`src/rtl/core/msde_ram.sv`:
```
// ----------------------------------------------------------------------------
// msde_ram
// Generic single-port-write, single-port-read RAM with registered read.
// ----------------------------------------------------------------------------
module msde_ram #(
    parameter int unsigned WIDTH = 32,
    parameter int unsigned DEPTH = 32
) (
    input  logic                     aclk,
    input  logic                     wr_en,
    input  logic [$clog2(DEPTH)-1:0] wr_addr,
    input  logic [WIDTH-1:0]         wr_data,
    input  logic [$clog2(DEPTH)-1:0] rd_addr,
    output logic [WIDTH-1:0]         rd_data
);

    logic [WIDTH-1:0] mem [DEPTH];

    // write port and registered read port
    always_ff @(posedge aclk) begin
        if (wr_en) begin
            mem[wr_addr] <= wr_data;
        end
        rd_data <= mem[rd_addr];
    end

endmodule

```
`config.mk`:
```
export PLATFORM = sky130hd
export DESIGN_NAME = msde_ram
export DESIGN_NICKNAME = d
export VERILOG_FILES = /design/src/rtl/core/msde_ram.sv
export SDC_FILE = /design/constraint.sdc
export NUM_CORES = 1
export LEC_CHECK = 0
export BUFFER_PORTS_ARGS = -buffer_cell sky130_fd_sc_hd__buf_2
export CAP_MARGIN = 10
export CELL_PAD_IN_SITES_DETAIL_PLACEMENT = 0
export CELL_PAD_IN_SITES_GLOBAL_PLACEMENT = 1
export CORE_MARGIN = 2
export CORE_UTILIZATION = 50
export CTS_BUF_LIST = sky130_fd_sc_hd__clkbuf_4
export DETAILED_ROUTE_END_ITERATION = 7
export PLACE_DENSITY_LB_ADDON = 0.1
export SYNTH_ARGS = -nofsm -noshare
export SYNTH_HDL_FRONTEND = slang
export SYNTH_SLANG_ARGS = --single-unit
```
`constraint.sdc`:
```
create_clock -name aclk -period 3.3 [get_ports aclk]
set_clock_uncertainty 0.05 [all_clocks]
set_input_delay 0.33 -clock aclk [delete_from_list [all_inputs] [get_ports aclk]]
set_output_delay 0.33 -clock aclk [all_outputs]
set_load 0.005 [all_outputs]
```
Word-level counts from Yosys, hierarchy flattened
Memory sizes are Yosys's and may differ from the RTL's. A register that Yosys moved wholly into a read port is not among the register bits.
Cells that the tools add are included.
W data, S select, Z words.
{"block": "totals", "ff_bits": 0, "mem_bits_rw": 1024, "inputBits": 44, "output_inout_bits": 32, "elab_cells": 3, "n_memories": 1}
{"name": "mem", "words": 32, "word_bits": 32, "read_ports": 1, "rd_clocked_by_memory_dff": 1, "write_ports": 1, "line": "17", "text": "logic [WIDTH-1:0] mem [DEPTH];"}
{"block": "op_classes", "mux": 2}
{"operator": "$mux W1", "count": 2}

Depth between registers and ports, before layout
{"block": "logic_depth", "ltp_word": 2, "depth_mapped": 8, "depth_no_buf": 5}

Worst setup path after synthesis
Ideal clock, no wire load.
{"block": "synth_path", "path_kind": "input port to flip-flop", "from": "in wr_addr[1]", "to": "mem mem[12][0] (enable)", "setup_time_ns": 0.421, "arrival_time_ns": 2.343, "required_ns": 2.829, "path_slack_ns": 0.486, "stages": 3, "path_buffers": 1, "path_cell_list": "or3b_2 > clkbuf_1 > nor2_1"}
{"element": "from (decl)", "line": "11", "text": "input logic [$clog2(DEPTH)-1:0] wr_addr,"}
{"element": "to (decl)", "line": "17"}
No word-level cell before the write port.

==> impl_results.md <==
- Initial antenna violation count: 4
- Pleak: 16.7 nW
- Synth warn: 0
- Crit end category: flop
- CTS tree: done
- H-tree depth: 5
- Max-slew violations: 0
- Adder-cell share of the synthesized area: 0%
- Maximum clock path buffer count: 4
- Flops & latches, synth: 1056
- Slew margin rel.: 33.7%
- Setup Crit Path Kind: input port to flop
- RSZ-0062 raised after global routing: no
- Async set-reset flop share out of synthesis: 0%
- Critical Path Slowest Stage Cell: dlygate4sd3_1
- First-pass GRT wire length: 152000 µm
- CTS root buffer: clkbuf_4
- Critical Path RT: 4.23 ns
- Die height: 289 µm
- Sink Count: 1056
- Largest net degree at the start of global routing: 62
- Pwr dens: 584 mW/mm²
- Sequential Power Share: 54.9%
- Die area: 0.0833 mm²
- Dpl cells: 3354
- Post-Syn Area: 0.0405 mm²
- Minimum clock period: 3.00 ns
- Crit-path max cell delay: 0.83 ns
- DRC Markers: 0
- Register area: 0.0314 mm²
- # IOs: 76
- Placer Congestion: 0.749
- All-layer global routing usage: 25.8%
- # fillers: 6223
- Unique masters post-synth: 25
- Pre-antenna DRT Iters: 7
- Final setup viols: 0
- Final period util: 90.8%
- Synth Area in Simple Gates: 3.10%
- Cell Rows: 104
- XOR/XNOR Fraction of Synth Area: 0%
- WL final: 105000 µm
- Vias per Instance: 5.72
- Multi-input logic area: 0.00861 mm²
- Post-cts sizing count: 0
- Proportion of synthesized area in mux cells: 12.7%
- Type of the worst min-delay path: input port to flop
- Max Clk Rate: 334 MHz
- Syn Area/Cell: 17.9 µm²
- Routed len/inst: 27.1 µm
- Port Buffers: 75
- Sw Pwr: 6.06 mW
- Grt ovf: 0
- Die Wd: 289 µm
- Sw Share: 22.2%
- Largest family of logic cells by synthesized area: multiplexers
- Max-capacitance violation count: 0
- Cell Chain, Critical Path: dlygate4sd3_1, buf_2, nand2b_2, dlygate4sd3_1, a21oi_1, dlygate4sd3_1, nand3_1, dlygate4sd3_1, nand3_1, dlygate4sd3_1
- Setup TNS: 0 ns
- Fin cells: 3887
- CTS buffer count: 286
- Post-synth EDFFs: 1024
- Critical Path Fanout Max: 4
- Vias: 22228
- Sequential cell area fraction in the yosys report: 77.5%
- Peak VDD IR: 290 µV
- Main flop type after synthesis: edfxtp_1
- Postcts setup bufs: 0
- Post-Synthesis Cells: 2260
- Internal power: 21.2 mW
- Comb power frac: 5.4%
- Worst path arrival time: 3.93 ns
- Clk slew on worst S/H paths: 0.06 ns
- Layout cells sized above 1: 22.6%
- CP most frequent cell: dlygate4sd3_1
- Vias in the first global route: 22797
- Least-Margin Pin Slew: 0.992 ns
- First DRT Iteration DRCs: 1913
- Synth Area in Compound Gates: 4.85%
- Status: complete, no violations
- Clk_lat worst skew: 1.08 ns
- # nets final: 2681
- Core area: 0.0803 mm²
- Commonest non-fill, non-tap cell in the layout: edfxtp_1
- Syn nets: 2304
- Commonest cells after routing, fill and taps aside: edfxtp_1 (1024), mux2i_1 (512), clkbuf_4 (416), nand3_1 (98), nand2_1 (97)
- HPWL Detailed: 53100 µm
- Synth-to-layout area growth: 15.4%
- Startpoint Class: input port
- Final ANT Viol Nets: 0
- Clk pwr share: 39.7%
- Util after Layout: 58.2%
- Initial Utilization: 50.4%
- Hold Fails Final Rpt: 0
[power groups by stage]
| stage | sequential [mW] | combinational [mW] | clock [mW] |
|---|---|---|---|
| 3_5_place_dp | 15.3 | 1.41 | 0 |
| 2_1_floorplan | 15.2 | 0.770 | 0 |
| 5_1_grt | 15.0 | 1.58 | 11.9 |
| 6_report | 15.0 | 1.46 | 10.8 |
| 3_3_place_gp | 15.3 | 1.40 | 0 |
| 4_1_cts | 15.0 | 1.48 | 11.1 |
[final cells by class]
class                   instances  area share [%]
diodes                          5          0.0268
clock buffers                 416            6.69
clock inverters                57           0.549
multi-input cells            1077            18.4
flip-flops and latches       1056            67.2
well taps                    1060            2.84
repair buffers                216            4.27
[kinds of logic after synthesis]
group	count (synthesis)
buf+inv	127
simple gates	277
mux	512
compound gates	288
flops	1056
[final timing paths]
check                  start          to  slack, ns  cells after the start
setup / recovery  rd_addr[3]  rd_data[9]       0.30                     10
hold / removal    wr_data[1]  mem[31][1]       0.22                      2
setup reg to reg  mem[26][8]  rd_data[8]       0.73                      7
hold reg to reg   mem[17][2]  rd_data[2]       0.54                      4
[critical path, delay by kind of cell]
kind / cells / cell delay (ns)
buf+inv: 6 / 3.18
compound gates: 1 / 0.07
simple gates: 3 / 0.34
[metal layers]
metal	track usage, %	vias up	share of wire (%)
li1	-	9914	-
met1	34.3	11386	42
met2	42.4	769	49
met3	5.58	155	6.2
met4	8.42	4	2.1
met5	0	-	0.026
[sequential cells by signal, summed over array words and instances, names as in the netlist]
signal   flops
mem       1024
rd_data     32
[synthesized netlist by cell type, types with 3 or more instances]
master / count / area share (%)
edfxtp_1: 1024 / 76
mux2i_1: 512 / 13
nand2_1: 98 / 0.91
nand3_1: 98 / 1.2
a21oi_1: 96 / 1.2
a22oi_1: 96 / 1.8
a22o_1: 64 / 1.4
clkbuf_1: 46 / 0.43
nor2_1: 34 / 0.32
buf_4: 33 / 0.61
a31oi_1: 32 / 0.49
dfxtp_1: 32 / 1.6
nor3_1: 32 / 0.40
buf_2: 26 / 0.32
buf_6: 15 / 0.42
buf_1: 5 / 0.046
nand3b_1: 5 / 0.093
or3b_2: 3 / 0.065
[through the flow]
step	cell area [µm²]	hold WS [ns]	total power [mW]	worst slack, ns
final	46700	0.222	27.3	0.303
after global routing	46700	0.177	28.5	0.330
after CTS	46700	0.0887	27.6	0.0633
after detailed placement	42800	0.538	16.7	0.760
after global placement	42800	0.534	16.7	0.757
after floorplan	40500	0.379	16.0	0.486
[timing repair]
action,CTS,global route
setup endpoints to repair,0,1
hold buffers,56,0
hold endpoints to repair,1107,0
No activity file was read; power rests on OpenSTA's default activity.
