$ cat config.mk
export PLATFORM = sky130hd
export DESIGN_NAME = msde_decode
export DESIGN_NICKNAME = d
export VERILOG_FILES = /design/src/rtl/core/msde_pkg.sv /design/src/rtl/core/msde_decode.sv
export SDC_FILE = /design/constraint.sdc
export NUM_CORES = 1
export LEC_CHECK = 0
export BUFFER_PORTS_ARGS = -buffer_cell sky130_fd_sc_hd__buf_2
export CAP_MARGIN = 15
export CORE_MARGIN = 2
export CORE_UTILIZATION = 36
export DETAILED_ROUTE_END_ITERATION = 12
export PLACE_DENSITY = 0.92
export SYNTH_ARGS = -nofsm -noshare
export SYNTH_HDL_FRONTEND = slang
export SYNTH_SLANG_ARGS = --single-unit
$ cat constraint.sdc
create_clock -name vclk -period 1.5
set_clock_uncertainty 0.05 [all_clocks]
set_input_delay 0.075 -clock vclk [all_inputs]
set_output_delay 0.075 -clock vclk [all_outputs]
set_load 0.05 [all_outputs]
$ cat src/rtl/core/msde_pkg.sv
// ----------------------------------------------------------------------------
// msde_pkg
// Shared types, instruction kind codes and control tables for the decoder.
// ----------------------------------------------------------------------------
package msde_pkg;

    localparam int unsigned WORD_BITS = 32;
    localparam int unsigned REG_COUNT = 32;
    localparam int unsigned REG_ADDR_BITS = 5;
    localparam logic [WORD_BITS-1:0] RESET_PC = 32'd256;

    // instruction kinds
    typedef enum logic [4:0] {
        K_ADD = 5'd0, K_SUB = 5'd1, K_AND = 5'd2, K_OR = 5'd3, K_NOR = 5'd4,
        K_SLT = 5'd5, K_SLL = 5'd6, K_SRL = 5'd7, K_MULT = 5'd8, K_MUL = 5'd9,
        K_DIV = 5'd10, K_JR = 5'd11, K_J = 5'd12, K_JAL = 5'd13, K_ADDI = 5'd14,
        K_LW = 5'd15, K_SW = 5'd16, K_BEQ = 5'd17, K_BNE = 5'd18,
        K_UNKNOWN = 5'd19
    } kind_t;

    // opcodes and function codes
    localparam logic [5:0] OP_RTYPE = 6'h00;
    localparam logic [5:0] OP_SPEC2 = 6'h1C;
    localparam logic [5:0] OP_J     = 6'h02;
    localparam logic [5:0] OP_JAL   = 6'h03;
    localparam logic [5:0] OP_BEQ   = 6'h04;
    localparam logic [5:0] OP_BNE   = 6'h05;
    localparam logic [5:0] OP_ADDI  = 6'h08;
    localparam logic [5:0] OP_LW    = 6'h23;
    localparam logic [5:0] OP_SW    = 6'h2B;
    localparam logic [5:0] FN_SLL   = 6'h00;
    localparam logic [5:0] FN_SRL   = 6'h02;
    localparam logic [5:0] FN_MUL   = 6'h02;
    localparam logic [5:0] FN_JR    = 6'h08;
    localparam logic [5:0] FN_MULT  = 6'h18;
    localparam logic [5:0] FN_DIV   = 6'h1A;
    localparam logic [5:0] FN_ADD   = 6'h20;
    localparam logic [5:0] FN_SUB   = 6'h22;
    localparam logic [5:0] FN_AND   = 6'h24;
    localparam logic [5:0] FN_OR    = 6'h25;
    localparam logic [5:0] FN_NOR   = 6'h27;
    localparam logic [5:0] FN_SLT   = 6'h2A;

    // decoded instruction handed to the execute unit
    typedef struct packed {
        kind_t                    kind;
        logic [REG_ADDR_BITS-1:0] rs;
        logic [REG_ADDR_BITS-1:0] rt;
        logic [REG_ADDR_BITS-1:0] rd;
        logic [4:0]               shamt;
        logic [WORD_BITS-1:0]     imm;
        logic [25:0]              target;
    } decoded_t;

    // control table per kind
    function automatic logic [7:0] ctl_bits(input kind_t k);
        logic [7:0] c;
        c = 8'h00;
        unique case (k)
            K_ADD, K_AND, K_OR, K_NOR, K_SLT, K_MUL: c = 8'h03;
            K_SUB, K_SRL: c = 8'h07;
            K_SLL, K_ADDI: c = 8'h06;
            K_DIV: c = 8'h02;
            K_JR, K_J: c = 8'h80;
            K_JAL: c = 8'h82;
            K_LW: c = 8'h2E;
            K_SW: c = 8'h14;
            K_BEQ, K_BNE: c = 8'h40;
            default: c = 8'h00;
        endcase
        return c;
    endfunction

    function automatic logic [1:0] alu_op_of(input kind_t k);
        logic [1:0] a;
        a = 2'd0;
        unique case (k)
            K_ADD, K_SUB, K_SLL, K_SRL, K_MUL, K_ADDI: a = 2'd2;
            K_OR, K_BEQ, K_BNE: a = 2'd1;
            K_NOR, K_SLT, K_MULT, K_DIV: a = 2'd3;
            default: a = 2'd0;
        endcase
        return a;
    endfunction

endpackage

$ cat src/rtl/core/msde_decode.sv
// ----------------------------------------------------------------------------
// msde_decode
// Splits an instruction word into fields and classifies its kind.
// ----------------------------------------------------------------------------
module msde_decode (
    input  logic [31:0]        instruction,
    output msde_pkg::decoded_t dec
);
    import msde_pkg::*;

    logic [5:0] op;
    logic [5:0] fn;
    kind_t      kind;

    assign op = instruction[31:26];
    assign fn = instruction[5:0];

    // kind classification
    always_comb begin
        kind = K_UNKNOWN;
        unique case (op)
            OP_SPEC2: kind = (fn == FN_MUL) ? K_MUL : K_UNKNOWN;
            OP_RTYPE: begin
                unique case (fn)
                    FN_ADD:  kind = K_ADD;
                    FN_SUB:  kind = K_SUB;
                    FN_AND:  kind = K_AND;
                    FN_OR:   kind = K_OR;
                    FN_NOR:  kind = K_NOR;
                    FN_SLT:  kind = K_SLT;
                    FN_SLL:  kind = K_SLL;
                    FN_SRL:  kind = K_SRL;
                    FN_MULT: kind = K_MULT;
                    FN_DIV:  kind = K_DIV;
                    FN_JR:   kind = K_JR;
                    default: kind = K_UNKNOWN;
                endcase
            end
            OP_J:    kind = K_J;
            OP_JAL:  kind = K_JAL;
            OP_ADDI: kind = K_ADDI;
            OP_LW:   kind = K_LW;
            OP_SW:   kind = K_SW;
            OP_BEQ:  kind = K_BEQ;
            OP_BNE:  kind = K_BNE;
            default: kind = K_UNKNOWN;
        endcase
    end

    // field split with sign-extended immediate
    always_comb begin
        dec.kind   = kind;
        dec.rs     = instruction[25:21];
        dec.rt     = instruction[20:16];
        dec.rd     = instruction[15:11];
        dec.shamt  = instruction[10:6];
        dec.imm    = {{16{instruction[15]}}, instruction[15:0]};
        dec.target = instruction[25:0];
    end

endmodule

# == After elaboration in Yosys (flattened, before gate mapping) ==
# Index checks and enable logic that the tools add are counted.
# W data, S select, Z words.
# classes
mux,3
eq_ne,18
reduce_logical,2
# op_table
cell,n
$pmux W5 S11,1
$eq A6 B6 Y1 const B,8
$pmux W5 S9,1
$eq A6 B2 Y1 const B,3
$eq A6 B5 Y1 const B,3
$eq A6 B3 Y1 const B,2
$eq A6 B4 Y1 const B,2
$logic_not A6 Y1,2
$mux W5,1
# totals
ff_bits,0
out_inout_bits,83

# == Depth between registers and ports, before layout ==
# Gate-level depths: netlist of run 1.
# depth
ltp_word,3
depth_mapped,6

# == Worst setup path before layout of run 1 ==
# No wires, ideal clock.
# synth_timing
path_kind,input port to output port
from,input instruction[26]
to,output dec[82] in the netlist's numbering
slack_ns,-0.203
arrival_ns,1.578
stages,6
path_cell_list,clkbuf_1 > nor3_1 > nand2_1 > nor2_1 > a21oi_1 > o21ai_1
# synth_rtl
item,line,source
start: declaration,msde_decode.sv:6,"input logic [31:0] instruction,"
end: declaration,msde_decode.sv:7,output msde_pkg::decoded_t dec

==> impl_metrics.json, run 1 <==
{
  "cp.depth": 8,
  "avgSynthCellArea_um2": 6.84,
  "start_util_pct": 37.5,
  "dieArea_mm2": 0.00329,
  "setup_tns_ns": -0.722,
  "whs_ns": 0.100,
  "max_slew_margin_pct": 78.4,
  "cp-startpoint": "instruction[5]",
  "crit_path_cell_trace": "buf_6, or4_4, o221ai_4, a221oi_4, buf_4, a211oi_2, nand2_2, buf_6",
  "tightest_slew_ns": 0.321,
  "antenna_cells": 0,
  "die_x_um": 57.4,
  "io_buffers": 29,
  "max_freq_mhz": 564,
  "post_layout_nonfiller_instances": 154,
  "place_congestion": 0.870,
  "nClkBuffers": 0,
  "design_area_um2": 900,
  "grt.busiest_layer": "met2",
  "hp-class": "in2out",
  "wl_per_cell_um": 13.8,
  "crit_path_max_fanout": 3,
  "dp_hpwl_um": 1670,
  "regArea_um2": 0,
  "path_buf_inv": 3,
  "timing.final.crit_share_pct": 118,
  "fp-row-count": 19,
  "wirelength_um": 2130,
  "status": "complete, but fails checks",
  "dr_total_vias": 802,
  "cp_slowest_cell": "or4_4",
  "timing.final.ws_setup_ns": -0.272,
  "viasPerCell": 5.21,
  "ys_seq_area_share_pct": 0,
  "final_common_cell": "buf_4",
  "syn_nets": 182,
  "cts_hold_buf": 0,
  "dpl_cell_area_um2": 810,
  "antenna_found_initial": 0,
  "grt_max_degree": 20,
  "drt_drc_violations_left": 0,
  "worstSetupEndpointType": "primary output",
  "worstHoldStart": "instruction[10]",
  "ys_warn_count": 0,
  "seq_cell_count": 0,
  "p_leak_nw": 0.391,
  "cpMostUsedCell": "buf_6",
  "grt_pass1_vias": 789,
  "path_class": "in2out",
  "die_y_um": 57.4,
  "period_needed_ns": 1.77,
  "drtAntennaViolNets": 0,
  "layout_common_cells": "buf_4 (29), buf_2 (21), nand2_1 (10)",
  "startpoint_type": "input port",
  "syn_inst": 150,
  "io_pins": 115,
  "drt_first_pass_iters": 4,
  "area_growth_pct": -12.3,
  "ir_worst_vdd_uv": 201,
  "cp_slowest_stage_delay_ns": 0.56,
  "hold_violations": 0,
  "layout-drive-gt1-share_pct": 56.9,
  "syn-cell-area_mm2": 0.00103,
  "crit_end": "dec[78]",
  "dp_cells": 151,
  "required_ns": 1.37,
  "cp_top_family": "simple AND/OR/NAND/NOR gates",
  "fin_nets": 157,
  "finalPower_mw": 0.300,
  "yosysUniqueCellTypes": 35,
  "met2_usage_pct": 23.2,
  "slew_violations": 0,
  "rsz0062_at_grt": "true",
  "maxCapViolations": 0,
  "drt_iter0_drc": 84,
  "arrival_ns": 1.65,
  "p_per_area_mw_per_mm2": 334,
  "finalSetupViolCount": 3,
  "use_met1_pct": 11.8,
  "grt_util_all_layers_pct": 12.1,
  "violations": "setup timing",
  "grt.overflow.total": 0,
  "core_mm2": 0.00273,
  "grt_use_met3_pct": 1.81,
  "grt_pass1_wl_um": 3330
}
==> cell usage after synthesis (2+ instances only) <==
library cell	instances	area share, %
or3_1	2	1.2
nor2_1	9	3.3
xnor2_1	2	1.7
o21ai_0	4	2.0
nand2b_1	2	1.2
buf_4	78	57
a21oi_1	4	2.0
a31oi_1	2	1.2
inv_1	2	0.73
a211oi_1	4	2.9
nand2_1	12	4.4
nand4b_1	2	1.7
nor3_1	2	0.98
clkbuf_1	4	1.5
==> routing by layer <==
layer	vias to the layer above	share of wire (%)
met4	0	4.4
met3	16	9.3
met2	56	55
li1	375	-
met5	-	0
met1	355	32
==> logic make-up after synthesis <==
group | share of synthesized area, %
buffers and inverters | 60.4
AND/OR/NAND/NOR | 21.5
AO/OA/AOI/OAI | 15.4
XOR/XNOR | 1.71
multiplexers | 1.10
==> how the worst min path moves through the flow <==
stage / to / slack [ns] / cells past startpoint
after floorplan: dec[82] / 0.21 / 1
after global placement: dec[17] / 0.10 / 0
after detailed placement: dec[17] / 0.10 / 0
after CTS: dec[17] / 0.10 / 0
after global routing: dec[71] / 0.10 / 0
final: dec[62] / 0.10 / 0
==> per-stage QoR <==
step / setup WS, ns / util, %
after floorplan: -0.0210 / -
after global placement: -0.223 / 29.6
after detailed placement: -0.291 / 29.6
after CTS: -0.251 / 32.3
after global routing: -0.319 / 32.9
final: -0.272 / 32.9
==> cell type report <==
type | count | area (um^2)
fillers | 267 | 1830
multi-input cells | 65 | 463
repair buffers | 56 | 390
well taps | 31 | 38.8
inverters | 2 | 7.51
==> power breakdown <==
part | switching, mW | internal [mW] | total [mW]
Combinational | 0.184 | 0.116 | 0.300
Sequential | 0 | 0 | 0
Clock | 0 | 0 | 0
Total | 0.184 | 0.116 | 0.300
==> timing repair <==
item | 4_1_cts | 5_1_grt
setup buffers | 2 | 1
resized for setup | 12 | 3
setup endpoints to repair | 4 | 5
pin swaps | 6 | 4
Note: power is estimated with default switching activity, not from simulation.
==> run 2: changes to the inputs <==
--- a/config.mk
+++ b/config.mk
@@ -8,9 +8,10 @@
 export BUFFER_PORTS_ARGS = -buffer_cell sky130_fd_sc_hd__buf_2
 export CAP_MARGIN = 15
 export CORE_MARGIN = 2
-export CORE_UTILIZATION = 36
+export CORE_UTILIZATION = 39
 export DETAILED_ROUTE_END_ITERATION = 12
-export PLACE_DENSITY = 0.92
+export PLACE_DENSITY = 0.95
+export RECOVER_POWER = 50
 export SYNTH_ARGS = -nofsm -noshare
 export SYNTH_HDL_FRONTEND = slang
 export SYNTH_SLANG_ARGS = --single-unit
==> constraint.sdc (replaced) <==
create_clock -name vclk -period 2.12
set_clock_uncertainty 0.05 [all_clocks]
set_input_delay 0.106 -clock vclk [all_inputs]
set_output_delay 0.106 -clock vclk [all_outputs]
set_load 0.05 [all_outputs]
==> run 2 against run 1 <==
The flow now finishes without violations; final area fell by 33%; utilization fell by 8.5 points; clock-buffer cell count did not move; global-route usage down 3.4 points; highest routed layer unchanged; largest cell class unchanged; sequential share of layout area unchanged; die area shrank 7.2%; wire length is 31% lower; first-iteration DRC count decreased by 70%; setup slack better by 0.55 ns; combinational power fell by 49%; non-clock buffer count shrank 26.
==> impl_metrics.json, run 2 (synthesis results as in run 1) <==
{
  "status": "finished, final reports clean",
  "grt_max_degree": 20,
  "seq_cell_count": 0,
  "tightest_slew_ns": 0.351,
  "grt_pass1_wl_um": 2390,
  "max_freq_mhz": 544,
  "die_x_um": 55.3,
  "area_growth_pct": -41.1,
  "finalSetupViolCount": 0,
  "cp_slowest_stage_delay_ns": 0.56,
  "viasPerCell": 5.02,
  "core_mm2": 0.00248,
  "cts-resized-gates": 0,
  "regArea_um2": 0,
  "startpoint_type": "input port",
  "post-cts-setup-buffers": 0,
  "path_class": "in2out",
  "grt_util_all_layers_pct": 8.72,
  "min_to": "dec[33]",
  "drt_first_pass_iters": 4,
  "rsz0062_at_grt": "false",
  "antenna_cells": 0,
  "io_pins": 115,
  "worstHoldPathCells": 0,
  "ir_worst_vdd_uv": 120,
  "antenna_found_initial": 0,
  "p_leak_nw": 0.244,
  "cp_slowest_cell": "or4_4",
  "drt_drc_violations_left": 0,
  "place_congestion": 0.879,
  "start_util_pct": 41.4,
  "fin_nets": 131,
  "worstHoldStart": "instruction[7]",
  "cpMostUsedCell": "buf_2",
  "wl_per_cell_um": 11.6,
  "hp-class": "in2out",
  "layout_common_cells": "buf_2 (29), nand2_1 (12), nor2_1 (9)",
  "dp_hpwl_um": 1160,
  "setup_tns_ns": 0,
  "p_per_area_mw_per_mm2": 254,
  "crit_path_max_fanout": 12,
  "nClkBuffers": 0,
  "period_needed_ns": 1.84,
  "grt_pass1_vias": 520,
  "arrival_ns": 1.68,
  "grt.overflow.total": 0,
  "max_slew_margin_pct": 76.4,
  "required_ns": 1.96,
  "postLayoutCoreUtil_pct": 24.4,
  "drtAntennaViolNets": 0,
  "timing.final.crit_share_pct": 86.7,
  "slew_violations": 0,
  "fp-row-count": 18,
  "io_buffers": 29,
  "fillers": 288,
  "drt_iter0_drc": 25,
  "layout-drive-gt1-share_pct": 39.2,
  "worstSetupEndpointType": "primary output",
  "dr_total_vias": 637,
  "dieArea_mm2": 0.00306,
  "hold_violations": 0,
  "die_y_um": 55.3,
  "wirelength_um": 1480,
  "cts_hold_buf": 0,
  "finalPower_mw": 0.154,
  "crit_path_cell_trace": "buf_2, or4_4, o221ai_2, a221oi_2, nor3_2, o21ai_1, buf_2",
  "final_common_cell": "buf_2",
  "maxCapViolations": 0
}
-- run 2: cell types whose count changed in the layout (fill, tap and decap cells not counted), moves of 2 or more --
cell	change
a211oi_1	+2
a211oi_2	-2
buf_2	+8
buf_4	-28
buf_6	-6
nand2_1	+2
-- run 2: worst max-delay path, delay by kind of cell --
kind	cells	cell delay, ns
AND/OR/NAND/NOR	2	0.79
buffers and inverters	2	0.39
AO/OA/AOI/OAI	3	0.40
-- run 2: metrics by stage --
step           hold WS (ns)  area, um^2  cells  setup WS, ns
4_1_cts               0.162         604    127         0.264
2_1_floorplan         0.329        1030    150         0.355
3_5_place_dp          0.162         604    127         0.277
5_1_grt               0.162         604    127         0.167
3_3_place_gp          0.162         604    127         0.320
6_report              0.162         604    127         0.282
-- run 2: layout make-up --
class                           count  area (um^2)  share of cell area [%]
Tap cell                           30         37.5                    6.21
Timing Repair Buffer               30          153                    25.3
Inverter                            2         7.51                    1.24
Multi-Input combinational cell     65          407                    67.3
-- run 2: report_power, final --
| group | leakage, nW | switching, mW | internal [mW] |
|---|---|---|---|
| clock | 0 | 0 | 0 |
| sequential | 0 | 0 | 0 |
| combinational | 0.244 | 0.111 | 0.0424 |
-- run 2: layer usage --
metal  global-route usage (%)  up-vias  share of wire, %
met5                        0        -                 0
met4                     4.18        0               1.7
met3                     2.11       11                13
met2                     12.9       36                43
met1                     11.7      269                43
li1                         -      321                 -
-- run 2: worst max-delay path by stage --
stage / from / endpoint / slack (ns)
floorplan: instruction[26] / dec[82] / 0.35
global placement: instruction[3] / dec[78] / 0.32
detailed placement: instruction[3] / dec[82] / 0.28
CTS: instruction[3] / dec[82] / 0.26
global route: instruction[3] / dec[78] / 0.17
finish: instruction[3] / dec[82] / 0.28
==> run 3: changes to the inputs <==
--- a/config.mk
+++ b/config.mk
@@ -10,7 +10,7 @@
 export CORE_MARGIN = 2
 export CORE_UTILIZATION = 39
 export DETAILED_ROUTE_END_ITERATION = 12
-export PLACE_DENSITY = 0.95
+export PLACE_DENSITY = 0.91
 export RECOVER_POWER = 50
 export SYNTH_ARGS = -nofsm -noshare
 export SYNTH_HDL_FRONTEND = slang
==> run 3 against run 2 <==
First-iteration DRC count did not move; maximum frequency fell by 0.67%; combinational power barely moved; via count rose by 5.2%; final cell count rose by 0.79%; sequential share of layout area did not move; final area rose by 1.2%; hold slack barely moved; wire length rose by 6.3%; critical path depth did not move; utilization rose by 0.30 points; die area did not move; critical path type unchanged; largest cell class unchanged; largest power group unchanged.
==> impl_metrics.json, run 3 (synthesis results as in run 1) <==
{
  "startpoint_type": "input port",
  "ir_worst_vdd_uv": 125,
  "regArea_um2": 0,
  "required_ns": 1.96,
  "seqPwrFrac_pct": 0,
  "arrival_ns": 1.69,
  "layout_common_cells": "buf_2 (29), nand2_1 (12), nor2_1 (9)",
  "p_per_area_mw_per_mm2": 255,
  "dr_total_vias": 670,
  "max_slew_margin_pct": 78.9,
  "worstHoldStart": "instruction[20]",
  "drt_first_pass_iters": 4,
  "wl_per_cell_um": 12.3,
  "whs_ns": 0.162,
  "clkPwrFrac_pct": 0,
  "grt_util_all_layers_pct": 9.10,
  "use_met1_pct": 12.4,
  "io_pins": 115,
  "rsz0062_at_grt": "false",
  "p_sw_share_pct": 72.3,
  "core_mm2": 0.00248,
  "final_common_cell": "buf_2",
  "intPower_mw": 0.0433,
  "cts_hold_buf": 0,
  "seq_cell_count": 0,
  "timing.final.crit_share_pct": 87.3,
  "grt_pass1_vias": 569,
  "hp-class": "in2out",
  "grt_pass1_wl_um": 2500,
  "met2_usage_pct": 13.9,
  "cts-resized-gates": 0,
  "p_leak_nw": 0.250,
  "die_y_um": 55.3,
  "finalSetupViolCount": 0,
  "crit_path_max_fanout": 12,
  "grt_max_degree": 20,
  "maxCapViolations": 0,
  "tightest_slew_ns": 0.315,
  "dieArea_mm2": 0.00306,
  "path_class": "in2out",
  "p_switching_mw": 0.113,
  "nClkBuffers": 0,
  "drt_drc_violations_left": 0,
  "place_congestion": 0.796,
  "grt_use_met3_pct": 2.34,
  "viasPerCell": 5.23,
  "fin_nets": 132,
  "worstSetupEndpointType": "primary output",
  "antenna_found_initial": 0,
  "wirelength_um": 1570,
  "period_needed_ns": 1.85,
  "cp-startpoint": "instruction[3]",
  "grt.busiest_layer": "met2",
  "pwr-share-comb_pct": 100.0,
  "min_to": "dec[20]",
  "die_x_um": 55.3,
  "area_growth_pct": -40.4,
  "fp-row-count": 18,
  "slew_violations": 0,
  "hold_violations": 0,
  "start_util_pct": 41.4,
  "antenna_cells": 0,
  "status": "finished, final reports clean",
  "layout-drive-gt1-share_pct": 39.8,
  "postLayoutCoreUtil_pct": 24.7,
  "dp_hpwl_um": 1230,
  "io_buffers": 29,
  "max_freq_mhz": 540,
  "setup_tns_ns": 0,
  "worstHoldPathCells": 0,
  "post-cts-setup-buffers": 0,
  "grt.overflow.total": 0,
  "drtAntennaViolNets": 0,
  "drt_iter0_drc": 25
}
[run 3: cell types whose count changed in the layout (fill, tap and decap cells not counted), sizes merged]
| cell | change |
|---|---|
| buf | +1 |
[run 3: cell type report]
cell class | count | area, um^2
Fill cell | 282 | 1870
Inverter | 2 | 7.51
Multi-Input combinational cell | 65 | 407
Tap cell | 30 | 37.5
Timing Repair Buffer | 31 | 160
[run 3: worst max-delay path by stage]
stage	to	cells past startpoint
detailed placement	dec[78]	7
CTS	dec[78]	7
global route	dec[78]	7
floorplan	dec[82]	6
global placement	dec[78]	7
finish	dec[78]	7
[run 3: worst max-delay path, cell delays in order]
cell	delay [ns]
buf_2	0.17
or4_4	0.55
o221ai_2	0.20
a221oi_2	0.11
a211oi_1	0.27
nand2_1	0.08
buf_2	0.21
[run 3: stage by stage]
stage	instance area [um^2]	worst slack [ns]	power [mW]	std cells
global placement	612	0.301	0.154	128
global route	612	0.116	0.167	128
finish	612	0.269	0.156	128
CTS	612	0.278	0.156	128
detailed placement	612	0.279	0.156	128
floorplan	1030	0.355	0.464	150
[run 3: power groups by stage]
stage                     registers (mW)  logic, mW  clock network, mW
final                                  0      0.156                  0
after CTS                              0      0.156                  0
after floorplan                        0      0.464                  0
after detailed placement               0      0.156                  0
after global placement                 0      0.154                  0
after global routing                   0      0.167                  0
[run 3: metal layers]
metal / part of all wire (%) / wire length [um] / vias up
met5: 0 / 0 / -
met2: 43 / 680 / 41
met1: 44 / 694 / 305
li1: - / - / 324
met3: 12 / 194 / 0
met4: 0 / 0 / 0
